$ cat src/rtl/skt_pkg.sv
// shared widths, result codes, command and status types of the sorted key table
package skt_pkg;

  // default table depth
  localparam int CAPACITY_DEFAULT = 16;

  // item field widths
  localparam int KEY_W    = 31;
  localparam int PAY_W    = 32;
  localparam int POS_W    = 4;
  localparam int STATUS_W = 3;

  typedef logic [STATUS_W-1:0] status_t;

  // result status codes
  localparam status_t ST_INSERTED  = 3'd0;
  localparam status_t ST_DUPLICATE = 3'd1;
  localparam status_t ST_FULL      = 3'd2;
  localparam status_t ST_LISTED    = 3'd3;
  localparam status_t ST_EMPTY     = 3'd4;

  // operation codes of an input item
  localparam logic OP_INSERT = 1'b0;
  localparam logic OP_LIST   = 1'b1;

  // memory read address select
  typedef logic [1:0] rd_sel_t;
  localparam rd_sel_t RD_MID    = 2'd0;
  localparam rd_sel_t RD_PTR    = 2'd1;
  localparam rd_sel_t RD_PTR_M1 = 2'd2;

  // controller to datapath commands
  typedef struct packed {
    logic    capture;      // latch item, open search window
    logic    search_step;  // narrow window from compare result
    logic    shift_init;   // start shift pointer at the entry count
    logic    shift_write;  // move read entry up one slot, step pointer down
    logic    write_new;    // store the new entry at its slot, bump count
    logic    list_init;    // start list pointer at slot zero
    logic    ptr_inc;      // advance list pointer
    logic    out_load;     // load output register
    rd_sel_t rd_sel;
    status_t out_status;
  } cmd_t;

  // datapath to controller status
  typedef struct packed {
    logic full;
    logic empty;
    logic search_done;
    logic key_eq;
    logic ptr_above;
    logic list_last;
    logic out_free;
  } sts_t;

endpackage

$ cat src/rtl/skt_in_if.sv
// input channel of the sorted key table
interface skt_in_if;
  import skt_pkg::*;

  logic             valid;
  logic             ready;
  logic             operation;
  logic [KEY_W-1:0] key;
  logic [PAY_W-1:0] payload;

  modport source (output valid, output operation, output key, output payload, input ready);
  modport sink (input valid, input operation, input key, input payload, output ready);
endinterface

$ cat src/rtl/skt_out_if.sv
// result channel of the sorted key table
interface skt_out_if;
  import skt_pkg::*;

  logic             valid;
  logic             ready;
  status_t          status;
  logic [POS_W-1:0] position;
  logic [KEY_W-1:0] out_key;
  logic [PAY_W-1:0] out_payload;
  logic             last;

  modport source (output valid, output status, output position, output out_key,
                  output out_payload, output last, input ready);
  modport sink (input valid, input status, input position, input out_key,
                input out_payload, input last, output ready);
endinterface

$ cat src/rtl/skt_datapath.sv
// table memories, search window, pointers and output register
module skt_datapath import skt_pkg::*; #(
  parameter int CAPACITY = CAPACITY_DEFAULT
) (
  input  logic             clk,
  input  logic             rst,
  input  cmd_t             cmd,
  output sts_t             sts,
  input  logic [KEY_W-1:0] in_key,
  input  logic [PAY_W-1:0] in_payload,
  output logic             out_valid,
  input  logic             out_ready,
  output status_t          out_status,
  output logic [POS_W-1:0] out_position,
  output logic [KEY_W-1:0] out_key,
  output logic [PAY_W-1:0] out_payload,
  output logic             out_last
);

  localparam int AW = (CAPACITY > 1) ? $clog2(CAPACITY) : 1;
  localparam int CW = $clog2(CAPACITY + 1);

  logic [KEY_W-1:0] key_mem [CAPACITY];
  logic [PAY_W-1:0] pay_mem [CAPACITY];

  logic [KEY_W-1:0] op_key;
  logic [PAY_W-1:0] op_pay;
  logic [CW-1:0]    entry_count;
  logic [CW-1:0]    lo;
  logic [CW-1:0]    hi;
  logic [CW-1:0]    ptr;
  logic [KEY_W-1:0] rd_key;
  logic [PAY_W-1:0] rd_pay;

  logic [CW:0]      win_sum;
  logic [CW-1:0]    mid;
  logic [CW-1:0]    ptr_m1;
  logic [CW:0]      ptr_p1;
  logic [AW-1:0]    rd_addr;
  logic             wr_en;
  logic [AW-1:0]    wr_addr;
  logic [KEY_W-1:0] wr_key;
  logic [PAY_W-1:0] wr_pay;

  // midpoint of the search window and pointer neighbors
  assign win_sum = {1'b0, lo} + {1'b0, hi};
  assign mid     = win_sum[CW:1];
  assign ptr_m1  = ptr - CW'(1);
  assign ptr_p1  = {1'b0, ptr} + (CW+1)'(1);

  // read address select
  always_comb begin
    case (cmd.rd_sel)
      RD_MID:    rd_addr = mid[AW-1:0];
      RD_PTR:    rd_addr = ptr[AW-1:0];
      RD_PTR_M1: rd_addr = ptr_m1[AW-1:0];
      default:   rd_addr = ptr[AW-1:0];
    endcase
  end

  // write port: shifted entry or new entry
  always_comb begin
    wr_en   = cmd.shift_write | cmd.write_new;
    wr_addr = cmd.write_new ? lo[AW-1:0] : ptr[AW-1:0];
    wr_key  = cmd.write_new ? op_key : rd_key;
    wr_pay  = cmd.write_new ? op_pay : rd_pay;
  end

  // table memories with registered read
  always_ff @(posedge clk) begin
    if (wr_en) begin
      key_mem[wr_addr] <= wr_key;
      pay_mem[wr_addr] <= wr_pay;
    end
    rd_key <= key_mem[rd_addr];
    rd_pay <= pay_mem[rd_addr];
  end

  // captured item
  always_ff @(posedge clk) begin
    if (cmd.capture) begin
      op_key <= in_key;
      op_pay <= in_payload;
    end
  end

  // entry count
  always_ff @(posedge clk) begin
    if (rst) begin
      entry_count <= '0;
    end else if (cmd.write_new) begin
      entry_count <= entry_count + CW'(1);
    end
  end

  // search window; a hit collapses the window onto the matching slot
  always_ff @(posedge clk) begin
    if (cmd.capture) begin
      lo <= '0;
      hi <= entry_count;
    end else if (cmd.search_step) begin
      if (op_key == rd_key) begin
        lo <= mid;
        hi <= mid;
      end else if (op_key < rd_key) begin
        hi <= mid;
      end else begin
        lo <= mid + CW'(1);
      end
    end
  end

  // shift and list pointer
  always_ff @(posedge clk) begin
    if (cmd.shift_init) begin
      ptr <= entry_count;
    end else if (cmd.list_init) begin
      ptr <= '0;
    end else if (cmd.shift_write) begin
      ptr <= ptr_m1;
    end else if (cmd.ptr_inc) begin
      ptr <= ptr_p1[CW-1:0];
    end
  end

  // output register
  always_ff @(posedge clk) begin
    if (rst) begin
      out_valid <= 1'b0;
    end else if (cmd.out_load) begin
      out_valid <= 1'b1;
    end else if (out_ready) begin
      out_valid <= 1'b0;
    end
  end

  always_ff @(posedge clk) begin
    if (cmd.out_load) begin
      out_status <= cmd.out_status;
      case (cmd.out_status)
        ST_INSERTED, ST_DUPLICATE: begin
          out_position <= POS_W'(lo);
          out_key      <= op_key;
          out_payload  <= '0;
          out_last     <= 1'b1;
        end
        ST_FULL: begin
          out_position <= '0;
          out_key      <= op_key;
          out_payload  <= '0;
          out_last     <= 1'b1;
        end
        ST_LISTED: begin
          out_position <= POS_W'(ptr);
          out_key      <= rd_key;
          out_payload  <= rd_pay;
          out_last     <= sts.list_last;
        end
        default: begin
          out_position <= '0;
          out_key      <= '0;
          out_payload  <= '0;
          out_last     <= 1'b1;
        end
      endcase
    end
  end

  // status to controller
  always_comb begin
    sts.full        = (entry_count == CW'(CAPACITY));
    sts.empty       = (entry_count == '0);
    sts.search_done = (lo >= hi);
    sts.key_eq      = (op_key == rd_key);
    sts.ptr_above   = (ptr > lo);
    sts.list_last   = (ptr_p1 == {1'b0, entry_count});
    sts.out_free    = !out_valid || out_ready;
  end

endmodule

$ cat src/rtl/skt_controller.sv
// sequencer for search, shift, insert and listing
module skt_controller import skt_pkg::*; (
  input  logic clk,
  input  logic rst,
  input  logic in_valid,
  input  logic in_operation,
  output logic in_ready,
  input  sts_t sts,
  output cmd_t cmd
);

  localparam logic [2:0] S_IDLE      = 3'd0;
  localparam logic [2:0] S_SRCH_RD   = 3'd1;
  localparam logic [2:0] S_SRCH_CMP  = 3'd2;
  localparam logic [2:0] S_SHIFT_CHK = 3'd3;
  localparam logic [2:0] S_SHIFT_WR  = 3'd4;
  localparam logic [2:0] S_EMIT      = 3'd5;
  localparam logic [2:0] S_LIST_RD   = 3'd6;
  localparam logic [2:0] S_LIST_EMIT = 3'd7;

  logic [2:0] state;
  logic [2:0] state_next;
  status_t    res;
  status_t    res_next;
  logic       accept;

  assign in_ready = (state == S_IDLE);
  assign accept   = in_valid && in_ready;

  // next state and commands
  always_comb begin
    state_next     = state;
    res_next       = res;
    cmd            = '0;
    cmd.rd_sel     = RD_PTR;
    cmd.out_status = res;
    case (state)
      S_IDLE: begin
        if (accept) begin
          cmd.capture = 1'b1;
          if (in_operation == OP_LIST) begin
            if (sts.empty) begin
              res_next   = ST_EMPTY;
              state_next = S_EMIT;
            end else begin
              cmd.list_init = 1'b1;
              state_next    = S_LIST_RD;
            end
          end else if (sts.full) begin
            res_next   = ST_FULL;
            state_next = S_EMIT;
          end else begin
            state_next = S_SRCH_RD;
          end
        end
      end
      S_SRCH_RD: begin
        cmd.rd_sel = RD_MID;
        if (sts.search_done) begin
          cmd.shift_init = 1'b1;
          state_next     = S_SHIFT_CHK;
        end else begin
          state_next = S_SRCH_CMP;
        end
      end
      S_SRCH_CMP: begin
        cmd.search_step = 1'b1;
        if (sts.key_eq) begin
          res_next   = ST_DUPLICATE;
          state_next = S_EMIT;
        end else begin
          state_next = S_SRCH_RD;
        end
      end
      S_SHIFT_CHK: begin
        cmd.rd_sel = RD_PTR_M1;
        if (sts.ptr_above) begin
          state_next = S_SHIFT_WR;
        end else begin
          cmd.write_new = 1'b1;
          res_next      = ST_INSERTED;
          state_next    = S_EMIT;
        end
      end
      S_SHIFT_WR: begin
        cmd.shift_write = 1'b1;
        state_next      = S_SHIFT_CHK;
      end
      S_EMIT: begin
        if (sts.out_free) begin
          cmd.out_load = 1'b1;
          state_next   = S_IDLE;
        end
      end
      S_LIST_RD: begin
        state_next = S_LIST_EMIT;
      end
      S_LIST_EMIT: begin
        cmd.out_status = ST_LISTED;
        if (sts.out_free) begin
          cmd.out_load = 1'b1;
          cmd.ptr_inc  = 1'b1;
          state_next   = sts.list_last ? S_IDLE : S_LIST_RD;
        end
      end
      default: begin
        state_next = S_IDLE;
      end
    endcase
  end

  // state registers
  always_ff @(posedge clk) begin
    if (rst) begin
      state <= S_IDLE;
      res   <= ST_INSERTED;
    end else begin
      state <= state_next;
      res   <= res_next;
    end
  end

  // output register is never overwritten while a result waits
  a_load_free: assert property (@(posedge clk) disable iff (rst)
    cmd.out_load |-> sts.out_free)
    else $error("output register loaded while occupied");

  // a new entry is never stored into a full table
  a_no_overfill: assert property (@(posedge clk) disable iff (rst)
    cmd.write_new |-> !sts.full)
    else $error("insert into full table");

  // a compare always follows the read of the midpoint
  a_cmp_after_rd: assert property (@(posedge clk) disable iff (rst)
    (state == S_SRCH_CMP) |-> ($past(state) == S_SRCH_RD))
    else $error("search compare without midpoint read");

  // a shift write only moves an entry read in the check before it
  a_shift_order: assert property (@(posedge clk) disable iff (rst)
    (state == S_SHIFT_WR) |-> ($past(state) == S_SHIFT_CHK && $past(sts.ptr_above)))
    else $error("shift write out of sequence");

endmodule

$ cat src/rtl/sorted_key_table_insert_scan_unit.sv
// top level of the sorted key table: binary-search insert and ordered listing
//
//   channel  role    fields
//   req      sink    operation, key, payload
//   rsp      source  status, position, out_key, out_payload, last
//
// An insert: accept, a midpoint read and compare per search probe (at most
// log2(CAPACITY)+1), search close, a check and write per shifted entry, a store
// and result load; a duplicate loads after its hit, full table or empty listing
// after accept. Listing: accept, a read and load per entry (single read port).
// Reset clears the entry count and control only; the table needs no clearing.
// A stalled result channel holds the sequencer before the next result load.
module sorted_key_table_insert_scan_unit import skt_pkg::*; #(
  parameter int CAPACITY = CAPACITY_DEFAULT
) (
  input  logic      clk,
  input  logic      rst,
  skt_in_if.sink    req,
  skt_out_if.source rsp
);

  cmd_t cmd;
  sts_t sts;

  skt_controller u_ctrl (
    .clk          (clk),
    .rst          (rst),
    .in_valid     (req.valid),
    .in_operation (req.operation),
    .in_ready     (req.ready),
    .sts          (sts),
    .cmd          (cmd)
  );

  skt_datapath #(
    .CAPACITY (CAPACITY)
  ) u_dp (
    .clk          (clk),
    .rst          (rst),
    .cmd          (cmd),
    .sts          (sts),
    .in_key       (req.key),
    .in_payload   (req.payload),
    .out_valid    (rsp.valid),
    .out_ready    (rsp.ready),
    .out_status   (rsp.status),
    .out_position (rsp.position),
    .out_key      (rsp.out_key),
    .out_payload  (rsp.out_payload),
    .out_last     (rsp.last)
  );

endmodule

$ cat src/flat_wrapper.sv
// flat-port wrapper written by rule: the top's interface ports become plain ports
module sorted_key_table_insert_scan_unit_flat import skt_pkg::*;
#(
  parameter int CAPACITY = CAPACITY_DEFAULT
)
  (clk, rst, req_valid, req_operation, req_key, req_payload, req_ready, rsp_valid, rsp_status, rsp_position, rsp_out_key, rsp_out_payload, rsp_last, rsp_ready);
  skt_in_if req_i ();
  skt_out_if rsp_i ();
  input  logic clk;
  input  logic rst;
  input wire logic [$bits(req_i.valid)-1:0] req_valid;
  input wire logic [$bits(req_i.operation)-1:0] req_operation;
  input wire logic [$bits(req_i.key)-1:0] req_key;
  input wire logic [$bits(req_i.payload)-1:0] req_payload;
  output wire logic [$bits(req_i.ready)-1:0] req_ready;
  output wire logic [$bits(rsp_i.valid)-1:0] rsp_valid;
  output wire logic [$bits(rsp_i.status)-1:0] rsp_status;
  output wire logic [$bits(rsp_i.position)-1:0] rsp_position;
  output wire logic [$bits(rsp_i.out_key)-1:0] rsp_out_key;
  output wire logic [$bits(rsp_i.out_payload)-1:0] rsp_out_payload;
  output wire logic [$bits(rsp_i.last)-1:0] rsp_last;
  input wire logic [$bits(rsp_i.ready)-1:0] rsp_ready;
  assign req_i.valid = req_valid;
  assign req_i.operation = req_operation;
  assign req_i.key = req_key;
  assign req_i.payload = req_payload;
  assign req_ready = req_i.ready;
  assign rsp_valid = rsp_i.valid;
  assign rsp_status = rsp_i.status;
  assign rsp_position = rsp_i.position;
  assign rsp_out_key = rsp_i.out_key;
  assign rsp_out_payload = rsp_i.out_payload;
  assign rsp_last = rsp_i.last;
  assign rsp_i.ready = rsp_ready;
  sorted_key_table_insert_scan_unit #(.CAPACITY(CAPACITY)) u_core (.clk(clk), .rst(rst), .req(req_i), .rsp(rsp_i));
endmodule
$ cat config.mk
export PLATFORM = sky130hd
export DESIGN_NAME = sorted_key_table_insert_scan_unit_flat
export DESIGN_NICKNAME = d
export VERILOG_FILES = /design/src/rtl/skt_pkg.sv /design/src/rtl/skt_in_if.sv /design/src/rtl/skt_out_if.sv /design/src/rtl/skt_datapath.sv /design/src/rtl/skt_controller.sv /design/src/rtl/sorted_key_table_insert_scan_unit.sv /design/src/flat_wrapper.sv
export SDC_FILE = /design/constraint.sdc
export NUM_CORES = 2
export LEC_CHECK = 0
export BUFFER_PORTS_ARGS = -buffer_cell sky130_fd_sc_hd__buf_2
export CORE_ASPECT_RATIO = 1.2
export CORE_UTILIZATION = 56
export DETAILED_ROUTE_END_ITERATION = 7
export PLACE_DENSITY_LB_ADDON = 0.25
export REMOVE_ABC_BUFFERS = 1
export SLEW_MARGIN = 40
export SYNTH_ARGS = -nofsm -noshare
export SYNTH_HDL_FRONTEND = slang
export SYNTH_SLANG_ARGS = --single-unit
$ cat constraint.sdc
create_clock -name clk -period 5.7 [get_ports clk]
set_input_delay 0.57 -clock clk [delete_from_list [all_inputs] [get_ports clk]]
set_output_delay 0.57 -clock clk [all_outputs]
set_load 0.03 [all_outputs]
==> qor.yml <==
run_status:
  status: "finished, final reports clean"
drt:
  viasPerCell: 6.066
  wl_mm: 117.2
  wl_per_cell_microns: 24.00
  drc: 0
  via_count: 29630
  ant_nets: 0
  drt_iter0_drc: 3538
  first_pass_iters: 8
power:
  switching_share: 0.3317
  p_per_area_nw_per_um2: 507.7
  power_frac_clock: 0.265
  p_leak_uw: 0.02006
  ir_drop_uv: 367.7
  combPwrFrac: 0.307
  p_sw_uw: 9320
  internal-power_uw: 18780
  p_seq_frac: 0.428
floorplan:
  pin_count: 141
  die_h_microns: 326.4
  dieArea_sq_um: 88880
  core_sq_um: 86520
  die_w_microns: 272.3
  start_util: 0.5676
  fp-row-count: 118
placed_design:
  dp_hpwl_mm: 63.24
  port_buffers: 140
  placed_cell_area_sq_um: 51620
  dp_cells: 4671
  gp_congestion: 0.8683
worst_setup_path:
  crit_path_end: "u_core.u_dp.pay_mem[10][4]$_DFFE_PP_"
  crit_arrival_ps: 4760
  cp_data_required_time_ps: 6060
  path_class: "reg2reg"
  worst-path-max-fanout: 49
  crit_start: "u_core.u_dp.lo[1]$_SDFFE_PP0P_"
  r2r_setup_slack_ps: 1300
  end_kind: "flip-flop"
  reg2reg_depth: 11
  start_kind: "flip-flop"
  reg2reg_to: "u_core.u_dp.pay_mem[10][4]$_DFFE_PP_"
  timing.rr.start: "u_core.u_dp.lo[1]$_SDFFE_PP0P_"
cells_and_area:
  nNetsFinal: 3768
  diodes: 0
  stdcell_count: 4884
  layout_common_cells: "edfxtp_1 (1,152), nand2_1 (918), and3_1 (252)"
  fin_area_sq_um: 55350
  final_common_cell: "edfxtp_1"
  area_growth_syn_to_layout_pct: 12.72
  layout-drive-gt1-share: 0.1349
timing:
  fin_crit_ps: 4402
  fmax_mhz: 227.2
  slew_headroom: 0.4065
  rsz0062_at_grt: "no"
  fin_skew_ps: 30.71
  worstMarginPinSlew_ps: 890.3
  setup_viol: 0
  whs_ps: 34.03
  setup-tns-final_ps: 0
  hold_viol: 0
  fin_crit_sh: 0.7723
  final_max_slew_viol_count: 0
job:
  drv_cap: 0
cts:
  clkTransAtPathRegs_ps: 60
  clock_sinks: 1232
  cts_resized: 0
  postCtsSetupRepairBufs: 0
  cts_tree: "built"
  holdBufCountCts: 0
  cts_max_level: 3
  clkLatencyLatePin_ps: 710
  cts_made_buffers: 112
  clock_tree.buffer_depth: 3
  cts-root-buf: "clkbuf_16"
synthesis:
  synth-seq-cells: 1232
  yosysSeqAreaShare: 0.7371
  synth.cell_area_sq_um: 49100
  ys.flop_type: "edfxtp_1"
  ys_async_sr_fraction: 0
  synthCells: 3506
  yosysUniqueCellTypes: 58
  synth-edff-count: 1152
  avgSynthCellArea_sq_um: 14.01
  ys_warn_count: 0
grt:
  grtUsageTotal: 0.2638
  grt_pass1_wl_mm: 175.5
  antenna_found_initial: 1
  grt_max_degree: 120
  grt_pass1_vias: 28870
  grt_overflow: 0
worst_hold_path:
  hp-class: "in2reg"
==> worst max-delay path, cell delays in order, from the launching register on <==
cell	delay (ps)
dfxtp_1	540
inv_1	180
ha_1	340
nor2b_1	130
o21a_1	160
o21ai_0	160
a21oi_1	230
buf_4	230
or2_2	540
o31a_1	480
nor2_4	600
buf_12	420
==> cell families (layout without fill, tap and decap cells) <==
logic type,Yosys count,in the layout,share of synthesized area
compound gates,423,423,0.06317
flops,1232,1232,0.7371
simple gates,1328,1328,0.1198
mux,195,195,0.04133
fa+ha+maj,52,52,0.01340
buf+inv,256,494,0.02163
xor+xnor,20,20,0.003567
==> how the worst min path moves through the flow <==
stage	start	end	cells after the start
final	req_key[20]	u_core.u_dp.op_key[20]$_DFFE_PP_	1
after global routing	req_payload[11]	u_core.u_dp.op_pay[11]$_DFFE_PP_	1
after CTS	req_payload[4]	u_core.u_dp.op_pay[4]$_DFFE_PP_	1
after detailed placement	u_core.u_ctrl.res[1]$_SDFFE_PP0P_	u_core.u_ctrl.res[1]$_SDFFE_PP0P_	1
after global placement	u_core.u_ctrl.res[0]$_SDFFE_PP0P_	u_core.u_ctrl.res[0]$_SDFFE_PP0P_	1
after floorplan	u_core.u_ctrl.res[0]$_SDFFE_PP0P_	u_core.u_ctrl.res[0]$_SDFFE_PP0P_	1
==> cells in the mapped netlist, types with 12 or more instances <==
| master | number | area (sq um) |
|---|---|---|
| xnor2_1 | 12 | 105.1 |
| nor3_1 | 15 | 75.07 |
| and3_1 | 252 | 1577 |
| ha_1 | 51 | 638.1 |
| nand3_1 | 19 | 95.09 |
| o32ai_1 | 63 | 551.8 |
| o21ai_0 | 53 | 265.3 |
| nor2_1 | 45 | 168.9 |
| and2_1 | 38 | 237.7 |
| buf_2 | 72 | 360.4 |
| a221o_1 | 62 | 620.6 |
| edfxtp_1 | 1152 | 34590 |
| mux2_2 | 62 | 698.2 |
| mux2i_1 | 133 | 1331 |
| a31oi_1 | 130 | 813.3 |
| dfxtp_1 | 80 | 1602 |
| clkbuf_1 | 112 | 420.4 |
| a21oi_1 | 30 | 150.1 |
| buf_1 | 19 | 71.32 |
| a22o_1 | 36 | 315.3 |
| nand2_1 | 918 | 3446 |
| inv_1 | 50 | 187.7 |
==> layer usage <==
| layer | global-route usage | part of all wire | up-vias |
|---|---|---|---|
| met2 | 0.4239 | 0.48 | 1236 |
| met4 | 0.1012 | 0.032 | 0 |
| li1 | - | - | 13320 |
| met1 | 0.3644 | 0.41 | 14870 |
| met3 | 0.04138 | 0.075 | 207 |
| met5 | 0 | 0 | - |
==> through the flow <==
step	worst slack [ps]	util	power, uW
after detailed placement	1371	0.5967	20720
final	1298	0.6397	28100
after floorplan	-8667	-	17910
after CTS	1347	0.6389	28120
after global routing	1085	0.6397	29280
after global placement	1319	0.5946	20480
==> final cells by class <==
class,count,area [sq um]
Multi-Input combinational cell,2018,12090
Timing Repair Buffer,234,1793
Inverter,50,190.2
Fill cell,6152,31170
Clock buffer,153,3109
Tap cell,1140,1426
Clock inverter,57,543.0
Sequential cell,1232,36190
==> power groups by stage <==
stage                     Clock [uW]  Sequential (uW)  Combinational, uW
after floorplan                    0            12100               5770
after global placement             0            12200               8250
final                           7440            12000               8620
after CTS                       7520            12000               8560
after detailed placement           0            12200               8490
after global routing            7870            12100               9320
==> state kept, by name, summed over array words and instances (netlist names) <==
register	flops
u_core.u_dp.op_key	31
u_core.u_dp.entry_count	5
u_core.u_ctrl.state	3
u_core.u_dp.hi	5
u_core.u_dp.out_status	3
u_core.u_dp.out_payload	32
u_core.u_dp.out_last	1
u_core.u_dp.rd_key	31
u_core.u_dp.pay_mem	512
u_core.u_dp.out_position	4
u_core.u_dp.op_pay	32
u_core.u_ctrl.res	3
u_core.u_dp.lo	5
u_core.u_dp.key_mem	496
u_core.u_dp.out_valid	1
u_core.u_dp.ptr	5
u_core.u_dp.rd_pay	32
u_core.u_dp.out_key	31
(Power assumes the default switching activity.)
